===== src/design/cdo_pkg.sv =====
// shared types, constants and calendar functions for the calendar date offset unit
`timescale 1ns / 1ps
package cdo_pkg;

  localparam int CMD_W   = 2;
  localparam int CNT_W   = 13;
  localparam int MONTH_W = 4;
  localparam int DAY_W   = 5;
  localparam int YEAR_W  = 14;
  localparam int STS_W   = 2;

  localparam int MAX_YEAR_DEF = 9999;

  // internal widths
  localparam int YEAR_IW = 17;
  localparam int SVAL_W  = 19;
  localparam int ORD_W   = 17;
  localparam int DIV_W   = 18;
  localparam int QUO_W   = 15;
  localparam int R_W     = 9;
  localparam int DLEN_W  = 9;

  localparam int R400_LAST  = 399;

  // reciprocals for the divide by 12 and the year modulo 400
  localparam int RECIP12    = 43691;
  localparam int RECIP12_SH = 17;
  localparam int P12_W      = 32;
  localparam int RECIP25    = 20972;
  localparam int RECIP25_SH = 19;
  localparam int P25_W      = 29;

  localparam int QUEUE_DEPTH = 2;

  typedef enum logic [CMD_W-1:0] {
    CMD_DAY   = 2'd0,
    CMD_WEEK  = 2'd1,
    CMD_MONTH = 2'd2,
    CMD_YEAR  = 2'd3
  } cmd_e;

  typedef enum logic [STS_W-1:0] {
    STS_OK       = 2'd0,
    STS_BAD_DATE = 2'd1,
    STS_BAD_UNIT = 2'd2,
    STS_RANGE    = 2'd3
  } status_e;

  typedef enum logic [1:0] {
    K_BAD,
    K_DAYS,
    K_MONTHS,
    K_YEARS
  } kind_e;

  typedef enum logic [3:0] {
    S_IDLE,
    S_LOAD,
    S_MOD,
    S_REM,
    S_POST,
    S_DIV,
    S_DIVDONE,
    S_WALK,
    S_MWALK,
    S_FINISH
  } state_e;

  typedef struct packed {
    kind_e                    kind;
    logic [MONTH_W-1:0]       month;
    logic [DAY_W-1:0]         day;
    logic [YEAR_W-1:0]        year;
    logic signed [SVAL_W-1:0] sval;
  } item_t;

  // leap rule from the year modulo 400
  function automatic logic leap_of(input logic [R_W-1:0] r);
    leap_of = (r[1:0] == 2'b00) && (r != R_W'(100)) && (r != R_W'(200))
              && (r != R_W'(300));
  endfunction

  function automatic logic [DLEN_W-1:0] year_len(input logic leap);
    year_len = leap ? DLEN_W'(366) : DLEN_W'(365);
  endfunction

  function automatic logic [DAY_W-1:0] month_len(input logic [MONTH_W-1:0] m,
                                                  input logic leap);
    case (m)
      4'd4, 4'd6, 4'd9, 4'd11: month_len = DAY_W'(30);
      4'd2:                    month_len = leap ? DAY_W'(29) : DAY_W'(28);
      default:                 month_len = DAY_W'(31);
    endcase
  endfunction

  // days in the year before the first of month m
  function automatic logic [DLEN_W-1:0] days_before(input logic [MONTH_W-1:0] m,
                                                     input logic leap);
    logic [DLEN_W-1:0] base;
    case (m)
      4'd1:    base = DLEN_W'(0);
      4'd2:    base = DLEN_W'(31);
      4'd3:    base = DLEN_W'(59);
      4'd4:    base = DLEN_W'(90);
      4'd5:    base = DLEN_W'(120);
      4'd6:    base = DLEN_W'(151);
      4'd7:    base = DLEN_W'(181);
      4'd8:    base = DLEN_W'(212);
      4'd9:    base = DLEN_W'(243);
      4'd10:   base = DLEN_W'(273);
      4'd11:   base = DLEN_W'(304);
      4'd12:   base = DLEN_W'(334);
      default: base = DLEN_W'(0);
    endcase
    days_before = (leap && (m > 4'd2)) ? base + DLEN_W'(1) : base;
  endfunction

endpackage


===== src/design/cdo_front.sv =====
// front end: checks and classifies each date and prepares its offset
`timescale 1ns / 1ps
module cdo_front
  import cdo_pkg::*;
#(
  parameter int MAX_YEAR = MAX_YEAR_DEF
) (
  input  logic                     in_valid_i,
  output logic                     in_ready_o,
  input  logic [CMD_W-1:0]         cmd_i,
  input  logic signed [CNT_W-1:0]  count_i,
  input  logic [MONTH_W-1:0]       in_month_i,
  input  logic [DAY_W-1:0]         in_day_i,
  input  logic [YEAR_W-1:0]        in_year_i,
  output logic                     push_valid_o,
  input  logic                     push_ready_i,
  output item_t                    push_item_o
);

  localparam logic [YEAR_IW-1:0] MaxU = YEAR_IW'(MAX_YEAR);

  logic                     bad;
  logic signed [SVAL_W-1:0] cnt_x;
  logic signed [SVAL_W-1:0] year_x;
  logic signed [SVAL_W-1:0] mon_x;
  logic signed [SVAL_W-1:0] year12;

  assign in_ready_o   = push_ready_i;
  assign push_valid_o = in_valid_i;

  always_comb begin
    bad    = !(in_month_i inside {[4'd1 : 4'd12]}) || (in_day_i == '0)
             || ({{(YEAR_IW-YEAR_W){1'b0}}, in_year_i} > MaxU);
    cnt_x  = SVAL_W'(count_i);
    year_x = $signed({{(SVAL_W-YEAR_W){1'b0}}, in_year_i});
    mon_x  = $signed({{(SVAL_W-MONTH_W){1'b0}}, in_month_i}) - SVAL_W'(1);
    year12 = (year_x <<< 3) + (year_x <<< 2);

    push_item_o.month = in_month_i;
    push_item_o.day   = in_day_i;
    push_item_o.year  = in_year_i;
    push_item_o.kind  = K_BAD;
    push_item_o.sval  = cnt_x;
    if (!bad) begin
      case (cmd_e'(cmd_i))
        CMD_DAY: begin
          push_item_o.kind = K_DAYS;
          push_item_o.sval = cnt_x;
        end
        CMD_WEEK: begin
          push_item_o.kind = K_DAYS;
          push_item_o.sval = (cnt_x <<< 3) - cnt_x;
        end
        CMD_MONTH: begin
          push_item_o.kind = K_MONTHS;
          push_item_o.sval = year12 + mon_x + cnt_x;
        end
        CMD_YEAR: begin
          push_item_o.kind = K_YEARS;
          push_item_o.sval = year_x + cnt_x;
        end
        default: begin
          push_item_o.kind = K_BAD;
        end
      endcase
    end
  end

endmodule


===== src/design/cdo_queue.sv =====
// short fifo of classified items between front end and back end
`timescale 1ns / 1ps
module cdo_queue
  import cdo_pkg::*;
(
  input  logic  clk_i,
  input  logic  rst_ni,
  input  logic  push_valid_i,
  output logic  push_ready_o,
  input  item_t push_item_i,
  output logic  pop_valid_o,
  input  logic  pop_ready_i,
  output item_t pop_item_o
);

  localparam int PtrW = (QUEUE_DEPTH > 1) ? $clog2(QUEUE_DEPTH) : 1;
  localparam int CntW = $clog2(QUEUE_DEPTH + 1);

  item_t            entries_q [QUEUE_DEPTH];
  logic [PtrW-1:0]  wr_ptr_q, wr_ptr_d;
  logic [PtrW-1:0]  rd_ptr_q, rd_ptr_d;
  logic [CntW-1:0]  cnt_q, cnt_d;
  logic             push, pop;

  assign push_ready_o = (cnt_q != CntW'(QUEUE_DEPTH));
  assign pop_valid_o  = (cnt_q != '0);
  assign pop_item_o   = entries_q[rd_ptr_q];
  assign push         = push_valid_i && push_ready_o;
  assign pop          = pop_valid_o && pop_ready_i;

  always_comb begin
    wr_ptr_d = wr_ptr_q;
    rd_ptr_d = rd_ptr_q;
    cnt_d    = cnt_q;
    if (push) begin
      wr_ptr_d = (wr_ptr_q == PtrW'(QUEUE_DEPTH - 1)) ? '0 : wr_ptr_q + 1'b1;
    end
    if (pop) begin
      rd_ptr_d = (rd_ptr_q == PtrW'(QUEUE_DEPTH - 1)) ? '0 : rd_ptr_q + 1'b1;
    end
    if (push && !pop) begin
      cnt_d = cnt_q + 1'b1;
    end else if (pop && !push) begin
      cnt_d = cnt_q - 1'b1;
    end
  end

  always_ff @(posedge clk_i or negedge rst_ni) begin
    if (!rst_ni) begin
      wr_ptr_q <= '0;
      rd_ptr_q <= '0;
      cnt_q    <= '0;
    end else begin
      wr_ptr_q <= wr_ptr_d;
      rd_ptr_q <= rd_ptr_d;
      cnt_q    <= cnt_d;
    end
  end

  always_ff @(posedge clk_i) begin
    if (push) begin
      entries_q[wr_ptr_q] <= push_item_i;
    end
  end

endmodule


===== src/design/cdo_back.sv =====
// back end: sequencer that walks years and months, divides and holds the result
`timescale 1ns / 1ps
module cdo_back
  import cdo_pkg::*;
#(
  parameter int MAX_YEAR = MAX_YEAR_DEF
) (
  input  logic                clk_i,
  input  logic                rst_ni,
  input  logic                pop_valid_i,
  output logic                pop_ready_o,
  input  item_t               pop_item_i,
  output logic                out_valid_o,
  input  logic                out_ready_i,
  output logic [MONTH_W-1:0]  out_month_o,
  output logic [DAY_W-1:0]    out_day_o,
  output logic [YEAR_W-1:0]   out_year_o,
  output logic [STS_W-1:0]    status_o
);

  localparam logic [YEAR_IW-1:0]       MaxU = YEAR_IW'(MAX_YEAR);
  localparam logic signed [SVAL_W-1:0] MaxS = SVAL_W'(MAX_YEAR);

  state_e                   state_q, state_d;
  logic                     out_valid_q, out_valid_d;

  item_t                    item_q, item_d;
  status_e                  sts_q, sts_d;
  logic [YEAR_IW-1:0]       ny_q, ny_d;
  logic [MONTH_W-1:0]       nm_q, nm_d;
  logic [DAY_W-1:0]         nd_q, nd_d;
  logic signed [ORD_W-1:0]  ord_q, ord_d;
  logic [R_W-1:0]           r400_q, r400_d;
  logic [DIV_W-1:0]         dv_q, dv_d;
  logic [QUO_W-1:0]         quo_q, quo_d;
  logic [MONTH_W-1:0]       om_q, om_d;
  logic [DAY_W-1:0]         od_q, od_d;
  logic [YEAR_W-1:0]        oy_q, oy_d;
  status_e                  os_q, os_d;

  logic [DIV_W-3:0]         t12;
  logic [P12_W-1:0]         prod12;
  logic [QUO_W-1:0]         q12;
  logic [DIV_W-5:0]         t25;
  logic [P25_W-1:0]         prod25;
  logic [QUO_W-1:0]         q400;
  logic [DIV_W-1:0]         quo_ext, mul12, mul400, rem12, rem400;
  logic                     leap_now;
  logic                     leap_dec;
  logic [R_W-1:0]           r_inc, r_dec;
  logic [YEAR_IW-1:0]       ny_inc;
  logic signed [ORD_W-1:0]  ylen, ylen_dec, mlen;
  logic [MONTH_W-1:0]       div_month;
  logic                     feb29;
  logic                     out_free;

  assign out_free = !out_valid_q || out_ready_i;
  assign feb29    = (item_q.day == DAY_W'(29));

  always_comb begin
    // divide by 12 as a quarter divided by 3
    t12       = dv_q[DIV_W-1:2];
    prod12    = P12_W'(t12) * P12_W'(RECIP12);
    q12       = prod12[P12_W-1:RECIP12_SH];
    // divide by 400 as a sixteenth divided by 25
    t25       = dv_q[DIV_W-1:4];
    prod25    = P25_W'(t25) * P25_W'(RECIP25);
    q400      = QUO_W'(prod25[P25_W-1:RECIP25_SH]);
    quo_ext   = {{(DIV_W-QUO_W){1'b0}}, quo_q};
    mul12     = (quo_ext << 3) + (quo_ext << 2);
    mul400    = (quo_ext << 8) + (quo_ext << 7) + (quo_ext << 4);
    rem12     = dv_q - mul12;
    rem400    = dv_q - mul400;
    leap_now  = leap_of(r400_q);
    r_inc     = (r400_q == R_W'(R400_LAST)) ? '0 : r400_q + 1'b1;
    r_dec     = (r400_q == '0) ? R_W'(R400_LAST) : r400_q - 1'b1;
    leap_dec  = leap_of(r_dec);
    ny_inc    = ny_q + 1'b1;
    ylen      = $signed({{(ORD_W-DLEN_W){1'b0}}, year_len(leap_now)});
    ylen_dec  = $signed({{(ORD_W-DLEN_W){1'b0}}, year_len(leap_dec)});
    mlen      = $signed({{(ORD_W-DAY_W){1'b0}}, month_len(nm_q, leap_now)});
    div_month = rem12[MONTH_W-1:0] + 1'b1;
  end

  always_comb begin
    state_d     = state_q;
    out_valid_d = out_valid_q;
    item_d      = item_q;
    sts_d       = sts_q;
    ny_d        = ny_q;
    nm_d        = nm_q;
    nd_d        = nd_q;
    ord_d       = ord_q;
    r400_d      = r400_q;
    dv_d        = dv_q;
    quo_d       = quo_q;
    om_d        = om_q;
    od_d        = od_q;
    oy_d        = oy_q;
    os_d        = os_q;
    pop_ready_o = 1'b0;

    if (out_valid_q && out_ready_i) begin
      out_valid_d = 1'b0;
    end

    case (state_q)
      S_IDLE: begin
        pop_ready_o = 1'b1;
        if (pop_valid_i) begin
          item_d  = pop_item_i;
          state_d = S_LOAD;
        end
      end
      S_LOAD: begin
        sts_d = STS_OK;
        nm_d  = item_q.month;
        nd_d  = item_q.day;
        case (item_q.kind)
          K_BAD: begin
            sts_d   = STS_BAD_DATE;
            state_d = S_FINISH;
          end
          K_YEARS: begin
            if (item_q.sval < 0 || item_q.sval > MaxS) begin
              sts_d   = STS_RANGE;
              state_d = S_FINISH;
            end else begin
              ny_d = item_q.sval[YEAR_IW-1:0];
              if (item_q.month == MONTH_W'(2) && feb29) begin
                dv_d    = item_q.sval[DIV_W-1:0];
                state_d = S_MOD;
              end else begin
                state_d = S_FINISH;
              end
            end
          end
          K_MONTHS: begin
            if (item_q.sval < 0) begin
              sts_d   = STS_RANGE;
              state_d = S_FINISH;
            end else begin
              dv_d    = item_q.sval[DIV_W-1:0];
              state_d = S_DIV;
            end
          end
          K_DAYS: begin
            ny_d    = {{(YEAR_IW-YEAR_W){1'b0}}, item_q.year};
            dv_d    = {{(DIV_W-YEAR_W){1'b0}}, item_q.year};
            state_d = S_MOD;
          end
          default: begin
            state_d = S_FINISH;
          end
        endcase
      end
      S_MOD: begin
        quo_d   = q400;
        state_d = S_REM;
      end
      S_REM: begin
        r400_d  = rem400[R_W-1:0];
        state_d = S_POST;
      end
      S_POST: begin
        if (item_q.kind == K_DAYS) begin
          ord_d = $signed({{(ORD_W-DAY_W){1'b0}}, item_q.day})
                  + $signed({{(ORD_W-DLEN_W){1'b0}}, days_before(item_q.month, leap_now)})
                  + $signed(item_q.sval[ORD_W-1:0]);
          state_d = S_WALK;
        end else begin
          if (!leap_now) begin
            nd_d = DAY_W'(28);
          end
          state_d = S_FINISH;
        end
      end
      S_DIV: begin
        quo_d   = q12;
        state_d = S_DIVDONE;
      end
      S_DIVDONE: begin
        ny_d = {{(YEAR_IW-QUO_W){1'b0}}, quo_q};
        nm_d = div_month;
        if ({{(YEAR_IW-QUO_W){1'b0}}, quo_q} > MaxU) begin
          sts_d   = STS_RANGE;
          state_d = S_FINISH;
        end else if (div_month == MONTH_W'(2) && feb29) begin
          dv_d    = {{(DIV_W-QUO_W){1'b0}}, quo_q};
          state_d = S_MOD;
        end else begin
          state_d = S_FINISH;
        end
      end
      S_WALK: begin
        if (ord_q > ylen) begin
          ord_d  = ord_q - ylen;
          ny_d   = ny_inc;
          r400_d = r_inc;
          if (ny_inc > MaxU) begin
            sts_d   = STS_RANGE;
            state_d = S_FINISH;
          end
        end else if (ord_q < 1) begin
          if (ny_q == '0) begin
            sts_d   = STS_RANGE;
            state_d = S_FINISH;
          end else begin
            ny_d   = ny_q - 1'b1;
            r400_d = r_dec;
            ord_d  = ord_q + ylen_dec;
          end
        end else begin
          nm_d    = MONTH_W'(1);
          state_d = S_MWALK;
        end
      end
      S_MWALK: begin
        if (nm_q < MONTH_W'(12) && ord_q > mlen) begin
          ord_d = ord_q - mlen;
          nm_d  = nm_q + 1'b1;
        end else begin
          nd_d    = ord_q[DAY_W-1:0];
          state_d = S_FINISH;
        end
      end
      S_FINISH: begin
        if (out_free) begin
          out_valid_d = 1'b1;
          os_d        = sts_q;
          if (sts_q == STS_OK) begin
            om_d = nm_q;
            od_d = nd_q;
            oy_d = ny_q[YEAR_W-1:0];
          end else begin
            om_d = item_q.month;
            od_d = item_q.day;
            oy_d = item_q.year;
          end
          state_d = S_IDLE;
        end
      end
      default: begin
        state_d = S_IDLE;
      end
    endcase
  end

  always_ff @(posedge clk_i or negedge rst_ni) begin
    if (!rst_ni) begin
      state_q     <= S_IDLE;
      out_valid_q <= 1'b0;
    end else begin
      state_q     <= state_d;
      out_valid_q <= out_valid_d;
    end
  end

  always_ff @(posedge clk_i) begin
    item_q <= item_d;
    sts_q  <= sts_d;
    ny_q   <= ny_d;
    nm_q   <= nm_d;
    nd_q   <= nd_d;
    ord_q  <= ord_d;
    r400_q <= r400_d;
    dv_q   <= dv_d;
    quo_q  <= quo_d;
    om_q   <= om_d;
    od_q   <= od_d;
    oy_q   <= oy_d;
    os_q   <= os_d;
  end

  assign out_valid_o = out_valid_q;
  assign out_month_o = om_q;
  assign out_day_o   = od_q;
  assign out_year_o  = oy_q;
  assign status_o    = os_q;

  a_ok_date: assert property (@(posedge clk_i) disable iff (!rst_ni)
    (out_valid_o && status_o == STS_OK) |->
      (out_month_o >= MONTH_W'(1) && out_month_o <= MONTH_W'(12) && out_day_o != '0))
    else $error("ok result carries an impossible date");

  a_no_unit_err: assert property (@(posedge clk_i) disable iff (!rst_ni)
    out_valid_o |-> status_o != STS_BAD_UNIT)
    else $error("unknown unit status reported");

  a_r400_range: assert property (@(posedge clk_i) disable iff (!rst_ni)
    (state_q == S_WALK || state_q == S_MWALK) |-> r400_q <= R_W'(R400_LAST))
    else $error("year residue left its range");

  a_finish_hold: assert property (@(posedge clk_i) disable iff (!rst_ni)
    (state_q == S_FINISH && out_valid_o && !out_ready_i) |=> state_q == S_FINISH)
    else $error("result dropped while output stalled");

  a_idle_pop: assert property (@(posedge clk_i) disable iff (!rst_ni)
    (state_q == S_IDLE && pop_valid_i) |=> state_q == S_LOAD)
    else $error("queued item not taken");

endmodule


===== src/design/calendar_date_offset_unit.sv =====
// The back end sequencer goes from load to finish for a bad date or a year out of range
// and for a year move, through the modulo 400 states when Feb 29 is checked; a month move
// passes the divide states and, when Feb 29 lands in February, the modulo 400 states; day
// and week moves pass the modulo 400 states and then walk years and months before finish.
// It takes one item at a time, with a 2 entry queue taking items ahead of it.
// Reset clears the queue, the sequencer and the output valid; no clearing pass.
`timescale 1ns / 1ps
module calendar_date_offset_unit
  import cdo_pkg::*;
#(
  parameter int MAX_YEAR = MAX_YEAR_DEF
) (
  input  logic                     clk_i,
  input  logic                     rst_ni,
  input  logic                     in_valid_i,
  output logic                     in_ready_o,
  input  logic [CMD_W-1:0]         cmd_i,
  input  logic signed [CNT_W-1:0]  count_i,
  input  logic [MONTH_W-1:0]       in_month_i,
  input  logic [DAY_W-1:0]         in_day_i,
  input  logic [YEAR_W-1:0]        in_year_i,
  output logic                     out_valid_o,
  input  logic                     out_ready_i,
  output logic [MONTH_W-1:0]       out_month_o,
  output logic [DAY_W-1:0]         out_day_o,
  output logic [YEAR_W-1:0]        out_year_o,
  output logic [STS_W-1:0]         status_o
);

  logic  push_valid, push_ready;
  item_t push_item;
  logic  pop_valid, pop_ready;
  item_t pop_item;

  cdo_front #(
    .MAX_YEAR(MAX_YEAR)
  ) u_front (
    .in_valid_i  (in_valid_i),
    .in_ready_o  (in_ready_o),
    .cmd_i       (cmd_i),
    .count_i     (count_i),
    .in_month_i  (in_month_i),
    .in_day_i    (in_day_i),
    .in_year_i   (in_year_i),
    .push_valid_o(push_valid),
    .push_ready_i(push_ready),
    .push_item_o (push_item)
  );

  cdo_queue u_queue (
    .clk_i       (clk_i),
    .rst_ni      (rst_ni),
    .push_valid_i(push_valid),
    .push_ready_o(push_ready),
    .push_item_i (push_item),
    .pop_valid_o (pop_valid),
    .pop_ready_i (pop_ready),
    .pop_item_o  (pop_item)
  );

  cdo_back #(
    .MAX_YEAR(MAX_YEAR)
  ) u_back (
    .clk_i      (clk_i),
    .rst_ni     (rst_ni),
    .pop_valid_i(pop_valid),
    .pop_ready_o(pop_ready),
    .pop_item_i (pop_item),
    .out_valid_o(out_valid_o),
    .out_ready_i(out_ready_i),
    .out_month_o(out_month_o),
    .out_day_o  (out_day_o),
    .out_year_o (out_year_o),
    .status_o   (status_o)
  );

endmodule


===== config.mk =====
export PLATFORM = sky130hd
export DESIGN_NAME = calendar_date_offset_unit
export DESIGN_NICKNAME = d
export VERILOG_FILES = /design/src/design/cdo_pkg.sv /design/src/design/cdo_front.sv /design/src/design/cdo_queue.sv /design/src/design/cdo_back.sv /design/src/design/calendar_date_offset_unit.sv
export SDC_FILE = /design/constraint.sdc
export NUM_CORES = 1
export LEC_CHECK = 0
export BUFFER_PORTS_ARGS = -buffer_cell sky130_fd_sc_hd__buf_4
export CELL_PAD_IN_SITES_DETAIL_PLACEMENT = 1
export CELL_PAD_IN_SITES_GLOBAL_PLACEMENT = 2
export CORE_MARGIN = 3
export CORE_UTILIZATION = 43
export DETAILED_ROUTE_END_ITERATION = 8
export HOLD_SLACK_MARGIN = 0.1
export PLACE_DENSITY = 0.89
export SYNTH_ARGS = -nofsm -noshare
export SYNTH_HDL_FRONTEND = slang
export SYNTH_SLANG_ARGS = --single-unit

===== constraint.sdc =====
create_clock -name clk_i -period 11.9 [get_ports clk_i]
set_input_delay 2.38 -clock clk_i [delete_from_list [all_inputs] [get_ports clk_i]]
set_output_delay 2.38 -clock clk_i [all_outputs]
set_load 0.01 [all_outputs]

==> results of run 1 <==
[cell families after synthesis]
group | count (synthesis)
buf+inv | 440
mux | 92
flops | 253
fa+ha+maj | 487
compound gates | 529
simple gates | 568
other cells | 1
xor+xnor | 146
[state kept, by name, summed over array words and instances (netlist names), 5 cells and up]
register,count
u_back.dv_q,18
u_back.out_day_o,5
u_back.ord_q,17
u_back.item_q,44
u_back.ny_q,17
u_back.quo_q,15
u_queue.entries_q,88
u_back.nd_q,5
u_back.r400_q,9
u_back.out_year_o,14
[worst max-delay path, delay by kind of cell]
kind / cells / cell delay, ns
adders and majority gates: 4 / 1.39
AOI/OAI and AO/OA: 11 / 2.94
xor gates and xnor gates: 1 / 0.14
buffers and inverters: 2 / 0.21
[final timing paths]
path,start,endpoint,slack (ns),cells after the start
min in group asynchronous,rst_ni,u_back.out_valid_o,1.65,1
worst min register to register,u_back.sts_q[1],u_back.status_o[1],0.54,0
worst min-delay path,u_back.sts_q[1],u_back.status_o[1],0.54,0
worst max-delay path,in_year_i[1],u_queue.entries_q[0][18],5.23,18
worst max register to register,u_back.dv_q[6],u_back.quo_q[12],5.28,18
max in group asynchronous,rst_ni,u_queue.rd_ptr_q,10.09,1
[stage by stage]
step,cell area [um2],util (%),instances
after floorplan,25200,-,2516
after global placement,26500,45.8,3287
after detailed placement,26500,45.8,3287
after CTS,27400,47.4,3340
after global routing,27400,47.4,3340
final,27400,47.4,3340
[metal layers]
metal  track usage (%)  vias up  part of all wire [%]
li1                  -     8951                     -
met1              33.1     9758                    44
met2              42.4      475                    48
met3              3.91      122                   5.7
met4              6.63        0                   2.8
met5                 0        -                     0
[Yosys cell counts (19+ instances only)]
master,count
clkbuf_1,53
mux2i_1,23
a31oi_1,28
mux2_2,68
inv_1,356
a21oi_1,157
nand2b_1,19
nor2b_1,25
o21ai_0,104
nor2_1,152
xor2_1,61
nand2_1,130
ha_1,317
xnor2_1,85
edfxtp_1,244
a21o_1,34
nand3_1,54
and3_1,27
fa_1,169
nor3_1,58
a211oi_1,29
[cell type report]
class	instances	share of cell area, %
clock inverters	19	0.821
multi-input cells	1823	58.1
inverters	357	4.89
flip-flops and latches	253	27.5
repair buffers	89	2.44
clock buffers	34	2.71
well taps	765	3.49
==> impl_metrics.tcl, run 1 <==
set metrics [dict create \
    outcome "finished, final reports clean" \
    firstDrtPassIters 5 \
    die_w_um 248 \
    hold_path_class "reg2reg" \
    drive_above_1_share_pct 8.97 \
    finalMaxSlewViolations 0 \
    crit_chain "buf_4 -> ha_1 -> fa_1 -> a21o_1 -> a21oi_1 -> o21bai_1 -> a21oi_1 -> o21ai_0 -> a211oi_1 -> xnor2_1 -> fa_1 -> inv_1 -> ha_1 -> o41ai_1 -> o21ai_0 -> a2111oi_0 -> a31oi_1 -> o211ai_1" \
    cts_tree "done" \
    synth_compound_area_share_pct 13.6 \
    crit_path_end_kind "register" \
    syn-cell-area_um2 25200 \
    fillers 6470 \
    seq_area_frac_synth_pct 30.0 \
    synth-edff-count 244 \
    die_h_um 248 \
    via_per_inst 5.78 \
    clkTransAtPathRegs_ns 0.06 \
    track_usage_pct 24.9 \
    synth_mux_area_share_pct 4.05 \
    worst_slew_pin_slew_ns 1.29 \
    synth_area_leaders "edfxtp_1 (29%), ha_1 (16%), fa_1 (13%)" \
    final_cell_mix "inv_1 (355), ha_1 (317), edfxtp_1 (244)" \
    cts_buffers 29 \
    post-place-ws_ns 4.74 \
    cpPeakStageDelay_ns 0.60 \
    synthAdderAreaFrac_pct 29.2 \
    grt_first_pass_wirelength_um 119000 \
    yosys_warnings 0 \
    ant_nets 0 \
    routed_wl_um 76200 \
    fmax_mhz 150 \
    post_cts_buffers 0 \
    grt-ovfl-total 0 \
    path_class "in2reg" \
    fin_crit_ns 6.67 \
    rsz0062_at_grt "no" \
    timing.hold.ws_ns 0.537 \
    nets 3081 \
    synth_xor_area_share_pct 5.08 \
    async_flop_share_pct 3.56 \
    die_area_um2 61500 \
    synth_top_family_by_area "adder cells" \
    cap_violations 0 \
    drc 0 \
    synthSimpleGateAreaFrac_pct 11.2 \
    synth_area_per_cell_um2 10.0 \
    cp_data_required_time_ns 12.27 \
    final_common_cell "inv_1" \
    start_kind "input pin" \
    antenna_found_initial 0 \
    fin_tns_setup_ns 0 \
    finalWorstSetupSlack_ns 5.23 \
    finalWeightedCongestion 0.996 \
    clockBufferDepth 3 \
    drtIter0Drc 1164 \
    num_rows 88 \
    htree_levels 1 \
    cp_slowest_cell "o41ai_1" \
    setup_viol 0 \
    core-area_um2 57800 \
    clock-sinks 253 \
    num_vias 19300 \
    port_buffers 68 \
    start_util_pct 43.5 \
    syn_nets 3044 \
    clkLatencyLatePin_ns 0.55 \
    finClkSkew_ns 0.0118 \
    grt_max_degree 46 \
    synth_cells 2516 \
    cts_resized 0 \
    arrival_ns 7.04 \
    synth_seq_cells 253 \
    wl_per_cell_um 22.8 \
    root_buffer "clkbuf_16" \
    synth_ff_type "edfxtp_1" \
    holdBufCountCts 0 \
    synthDistinctLibCells 90 \
    diodes 0 \
    register_area_um2 7550 \
    synth_top_cell_by_area "edfxtp_1" \
    grt_pass1_vias 21000 \
    period_share_pct 56.0 \
    area_growth_pct 8.95 \
    slew_headroom_pct 13.3 \
    multiInputGateArea_um2 15900 \
    dp_hpwl_um 60100 \
    yosysTopAreaCellShare_pct 29.1 \
    hold_violations 0 \
    worstPathMaxFanout 7 \
    pin_count 69 \
]
Power of run 1 is not shown: default switching activity piles up to over one toggle a cycle in this logic, so the estimate is an artifact.
==> run 2: changes to the inputs <==
--- a/config.mk
+++ b/config.mk
@@ -9,10 +9,10 @@
 export CELL_PAD_IN_SITES_DETAIL_PLACEMENT = 1
 export CELL_PAD_IN_SITES_GLOBAL_PLACEMENT = 2
 export CORE_MARGIN = 3
-export CORE_UTILIZATION = 43
+export CORE_UTILIZATION = 39
 export DETAILED_ROUTE_END_ITERATION = 8
 export HOLD_SLACK_MARGIN = 0.1
-export PLACE_DENSITY = 0.89
+export PLACE_DENSITY = 0.85
 export SYNTH_ARGS = -nofsm -noshare
 export SYNTH_HDL_FRONTEND = slang
 export SYNTH_SLANG_ARGS = --single-unit
==> constraint.sdc (replaced) <==
create_clock -name clk_i -period 5.7 [get_ports clk_i]
set_input_delay 1.14 -clock clk_i [delete_from_list [all_inputs] [get_ports clk_i]]
set_output_delay 1.14 -clock clk_i [all_outputs]
set_load 0.01 [all_outputs]
==> impl_metrics.tcl, run 2 (synthesis gave the netlist of run 1 again) <==
set metrics [dict create \
    fin_crit_ns 6.01 \
    finalMaxSlewViolations 0 \
    worstRegToRegCells 22 \
    wl_per_cell_um 22.6 \
    fillers 6995 \
    num_vias 19800 \
    die_h_um 260 \
    ant_nets 0 \
    outcome "complete, but fails checks" \
    die_w_um 260 \
    clkTransAtPathRegs_ns 0.07 \
    cp_data_required_time_ns 5.96 \
    crit_chain "ha_4 -> inv_4 -> fa_1 -> fa_2 -> fa_2 -> fa_1 -> inv_1 -> fa_1 -> ha_4 -> buf_6 -> or2_4 -> a21oi_4 -> buf_6 -> o22ai_2 -> o211ai_1 -> buf_4 -> o211ai_1 -> buf_4 -> and3_4 -> or3_1 -> a21oi_2 -> a21oi_1" \
    finalWorstSetupSlack_ns -0.309 \
    register_area_um2 7550 \
    setup_viol 10 \
    r2r-end "u_back.quo_q[7]" \
    worst_slew_pin_slew_ns 1.20 \
    hold_path_class "in2async" \
    worstPathMaxFanout 3 \
    routed_wl_um 80000 \
    rr_startpoint "u_back.dv_q[5]" \
    drive_above_1_share_pct 15.7 \
    path_class "reg2reg" \
    area_growth_pct 15.4 \
    finalWeightedCongestion 0.927 \
    start_kind "register" \
    start_util_pct 39.7 \
    diodes 0 \
    clockBufferDepth 3 \
    arrival_ns 6.27 \
    hold_violations 0 \
    track_usage_pct 23.6 \
    antenna_found_initial 2 \
    finClkSkew_ns 0.0121 \
    holdBufCountCts 0 \
    firstDrtPassIters 5 \
    root_buffer "clkbuf_16" \
    top_regs "u_queue.entries_q x88, u_back.item_q x44, u_back.dv_q x18" \
    crit_path_end_kind "register" \
    htree_levels 1 \
    pin_count 69 \
    final_common_cell "inv_1" \
    nets 3208 \
    grt_max_degree 46 \
    clkLatencyLatePin_ns 0.56 \
    regMostFlops "u_queue.entries_q" \
    crit_path_frequent_cell "fa_1" \
    fin_tns_setup_ns -2.31 \
    cp_num_buf_inv 6 \
    cp_slowest_cell "fa_2" \
    cap_violations 0 \
    num_rows 92 \
    clock-sinks 253 \
    rsz0062_at_grt "yes" \
    grt_pass1_vias 21800 \
    largest_register_ffs 88 \
    drc 0 \
    grt_first_pass_wirelength_um 125000 \
    cpPeakStageDelay_ns 0.59 \
    via_per_inst 5.58 \
    drtIter0Drc 1234 \
    reg2reg_slack_ns -0.31 \
    fmax_mhz 166 \
    failed_checks "negative setup slack" \
    grt-ovfl-total 0 \
    cts_tree "done" \
    die_area_um2 67600 \
    cts_buffers 28 \
    final_cell_mix "inv_1 (348), ha_1 (298), edfxtp_1 (244)" \
    port_buffers 68 \
    critPathTopFamily "adder cells" \
    dp_hpwl_um 63300 \
    multiInputGateArea_um2 16400 \
    period_share_pct 105 \
    core-area_um2 63400 \
    slew_headroom_pct 19.5 \
]
==> run 2: final cells by class <==
class	instances	share of cell area, %
Sequential cell	253	26.0
Inverter	357	4.65
Multi-Input combinational cell	1823	56.4
Clock buffer	29	2.50
Tap cell	846	3.65
Clock inverter	23	1.08
Timing Repair Buffer	217	5.75
==> run 2: repair_timing <==
item | 4_1_cts | 5_1_grt
resized for setup | 62 | 27
hold endpoints to repair | 0 | 0
setup endpoints to repair | 13 | 16
setup buffers | 19 | 7
pin swaps | 46 | 13
==> run 2: per-stage QoR <==
| step | utilization, % | hold slack [ns] | worst slack, ns | instance area [um2] | instances |
|---|---|---|---|---|---|
| global route | 45.8 | 0.385 | -0.476 | 29000 | 3548 |
| finish | 45.8 | 0.399 | -0.309 | 29000 | 3548 |
| global placement | 43.1 | 0.471 | -0.189 | 27300 | 3472 |
| floorplan | - | 0.427 | 0.0358 | 25200 | 2516 |
| detailed placement | 43.1 | 0.473 | -0.403 | 27300 | 3472 |
| CTS | 45.5 | 0.382 | -0.169 | 28800 | 3541 |
==> run 2: how the worst max path moves through the flow <==
stage                   startpoint          endpoint  slack (ns)  cells after the start
global placement    u_back.dv_q[4]   u_back.quo_q[9]       -0.19                     19
CTS                 u_back.dv_q[5]  u_back.quo_q[14]       -0.17                     22
floorplan           u_back.dv_q[3]  u_back.quo_q[14]        0.04                     18
finish              u_back.dv_q[5]   u_back.quo_q[7]       -0.31                     22
detailed placement  u_back.dv_q[9]  u_back.quo_q[12]       -0.40                     20
global route        u_back.dv_q[5]  u_back.quo_q[14]       -0.48                     23
==> run 2: layer usage <==
layer  share of wire, %  global-route usage (%)  up-vias  wire (um)
li1                   -                       -     9207          -
met1                 44                    31.4    10000      35000
met2                 49                    41.0      438      39400
met3                4.3                    2.09      134       3450
met4                2.8                    6.46        0       2260
met5                  0                       0        -          0
==> run 2: worst register-to-register path, stage by stage (launching register included) <==
cell      delay [ns]
edfxtp_1        0.45
ha_4            0.32
inv_4           0.04
fa_1            0.47
fa_2            0.59
fa_2            0.46
fa_1            0.52
inv_1           0.06
fa_1            0.54
ha_4            0.23
buf_6           0.12
or2_4           0.24
a21oi_4         0.16
buf_6           0.12
o22ai_2         0.06
o211ai_1        0.13
buf_4           0.18
o211ai_1        0.14
buf_4           0.17
and3_4          0.16
or3_1           0.33
a21oi_2         0.15
a21oi_1         0.08
Power of run 2 is left out for the same reason.
==> run 3: changes to the inputs <==
--- a/config.mk
+++ b/config.mk
@@ -5,14 +5,15 @@
 export SDC_FILE = /design/constraint.sdc
 export NUM_CORES = 1
 export LEC_CHECK = 0
-export BUFFER_PORTS_ARGS = -buffer_cell sky130_fd_sc_hd__buf_4
-export CELL_PAD_IN_SITES_DETAIL_PLACEMENT = 1
-export CELL_PAD_IN_SITES_GLOBAL_PLACEMENT = 2
+export BUFFER_PORTS_ARGS = -buffer_cell sky130_fd_sc_hd__buf_2
+export CELL_PAD_IN_SITES_DETAIL_PLACEMENT = 0
+export CELL_PAD_IN_SITES_GLOBAL_PLACEMENT = 1
 export CORE_MARGIN = 3
-export CORE_UTILIZATION = 39
+export CORE_UTILIZATION = 43
+export CTS_CLUSTER_SIZE = 16
 export DETAILED_ROUTE_END_ITERATION = 8
 export HOLD_SLACK_MARGIN = 0.1
-export PLACE_DENSITY = 0.85
+export PLACE_DENSITY = 0.79
 export SYNTH_ARGS = -nofsm -noshare
 export SYNTH_HDL_FRONTEND = slang
 export SYNTH_SLANG_ARGS = --single-unit
==> impl_metrics.tcl, run 3 (synthesis gave the netlist of run 1 again) <==
set metrics [dict create \
    outcome "finished, final reports clean" \
    worst_slew_pin_slew_ns 1.10 \
    ant_nets 0 \
    antenna_found_initial 1 \
    cpPeakStageDelay_ns 0.56 \
    die_area_um2 61500 \
    drc 0 \
    wl_per_cell_um 20.1 \
    rr_startpoint "u_back.dv_q[5]" \
    largest_register_ffs 88 \
    clock-sinks 253 \
    core-area_um2 57800 \
    top_regs "u_queue.entries_q x88, u_back.item_q x44, u_back.dv_q x18" \
    setup_viol 0 \
    start_util_pct 43.5 \
    grt_first_pass_wirelength_um 109000 \
    path_class "reg2reg" \
    start_kind "register" \
    die_h_um 248 \
    cts_tree "done" \
    via_per_inst 5.59 \
    rsz0062_at_grt "yes" \
    crit_path_frequent_cell "fa_1" \
    clkLatencyLatePin_ns 0.56 \
    drive_above_1_share_pct 15.4 \
    fmax_mhz 176 \
    port_buffers 68 \
    num_rows 88 \
    holdBufCountCts 0 \
    final_common_cell "inv_1" \
    r2r-end "u_back.quo_q[7]" \
    fin_crit_ns 5.68 \
    clkTransAtPathRegs_ns 0.07 \
    crit_path_end_kind "register" \
    track_usage_pct 22.6 \
    finalWeightedCongestion 0.947 \
    top_layer_used "met4" \
    worstPathMaxFanout 4 \
    cap_violations 0 \
    dp_hpwl_um 55500 \
    cp_data_required_time_ns 5.95 \
    multiInputGateArea_um2 16400 \
    period_share_pct 99.7 \
    grt_pass1_vias 19900 \
    cts_buffers 27 \
    arrival_ns 5.94 \
    nets 3192 \
    hold_path_class "in2async" \
    worstRegToRegCells 20 \
    fin_area_um2 28500 \
    routed-wl-met3_um 3950 \
    cp_slowest_cell "fa_1" \
    routed_wl_um 69400 \
    reg2reg_slack_ns 0.02 \
    root_buffer "clkbuf_16" \
    grt_max_degree 46 \
    cp_num_buf_inv 4 \
    grt-ovfl-total 0 \
    regMostFlops "u_queue.entries_q" \
    crit_chain "ha_4 -> inv_2 -> fa_1 -> fa_1 -> fa_1 -> fa_1 -> inv_1 -> fa_1 -> ha_4 -> or2_2 -> a21oi_2 -> o21ai_0 -> o211ai_1 -> buf_4 -> o211ai_1 -> buf_4 -> and3_4 -> or3_1 -> a21oi_1 -> a21oi_1" \
    register_area_um2 7550 \
    critPathTopFamily "adder cells" \
    hold_violations 0 \
    die_w_um 248 \
    drt-met1-wl_um 30400 \
    slew_headroom_pct 26.3 \
    pin_count 69 \
    finalMaxSlewViolations 0 \
    drtIter0Drc 1485 \
    num_vias 19300 \
    clockBufferDepth 3 \
    final_cell_mix "inv_1 (340), ha_1 (291), edfxtp_1 (244)" \
    area_growth_pct 13.3 \
    place_area_um2 27000 \
    firstDrtPassIters 6 \
    dr_wl_met2_um 32600 \
    fillers 5234 \
    htree_levels 1 \
    finClkSkew_ns 0.0302 \
]
-- run 3: cell types whose count changed in the layout (fill, tap and decap cells not counted), moves of 3 or more --
cell and delta:
buf_4 -82, ha_1 -7, buf_2 +68, ha_4 +7, bufinv_16 -4, inv_2 +12
inv_4 -4, inv_8 -3, inv_1 -8, clkbuf_1 +7, clkinv_2 +3
-- run 3: metal layers --
layer / vias up / track usage, %
met1: 9415 / 29.9
met4: 0 / 7.47
met3: 120 / 3.63
li1: 9188 / -
met2: 574 / 37.8
met5: - / 0
-- run 3: through the flow --
step                      util (%)  cells  TNS, ns  hold slack [ns]  worst slack (ns)
after floorplan                  -   2516        0            0.427            0.0358
after global placement        46.7   3378    -2.12            0.506            -0.334
after detailed placement      46.7   3378    -2.94            0.511            -0.413
after CTS                     48.7   3440        0            0.413           0.00621
after global routing          49.3   3450   -0.726            0.422            -0.163
final                         49.3   3450        0            0.430            0.0161
-- run 3: worst max path at each step --
| stage | start | end | slack (ns) | cells past startpoint |
|---|---|---|---|---|
| 3_3_place_gp | u_back.dv_q[3] | u_back.quo_q[14] | -0.33 | 18 |
| 5_1_grt | u_back.dv_q[7] | u_back.quo_q[12] | -0.16 | 23 |
| 2_1_floorplan | u_back.dv_q[3] | u_back.quo_q[14] | 0.04 | 18 |
| 6_report | u_back.dv_q[5] | u_back.quo_q[7] | 0.02 | 20 |
| 3_5_place_dp | u_back.dv_q[3] | u_back.quo_q[14] | -0.41 | 18 |
| 4_1_cts | u_back.dv_q[3] | u_back.quo_q[9] | 0.006 | 20 |
-- run 3: timing repair --
item / in CTS / in global routing
pin swaps: 39 / 38
buffers inserted: 14 / 9
endpoints found under the setup margin: 10 / 18
resized for setup: 36 / 62
-- run 3: final cells by class --
| type | count | share of cell area [%] |
|---|---|---|
| timing repair buffer | 202 | 4.85 |
| antenna | 1 | 0.00877 |
| sequential | 253 | 26.5 |
| inverter | 357 | 4.70 |
| clock buffer | 34 | 2.46 |
| multi-input combinational | 1823 | 57.6 |
| tap | 765 | 3.36 |
| clock inverter | 15 | 0.531 |
Power of run 3 is left out for the same reason.
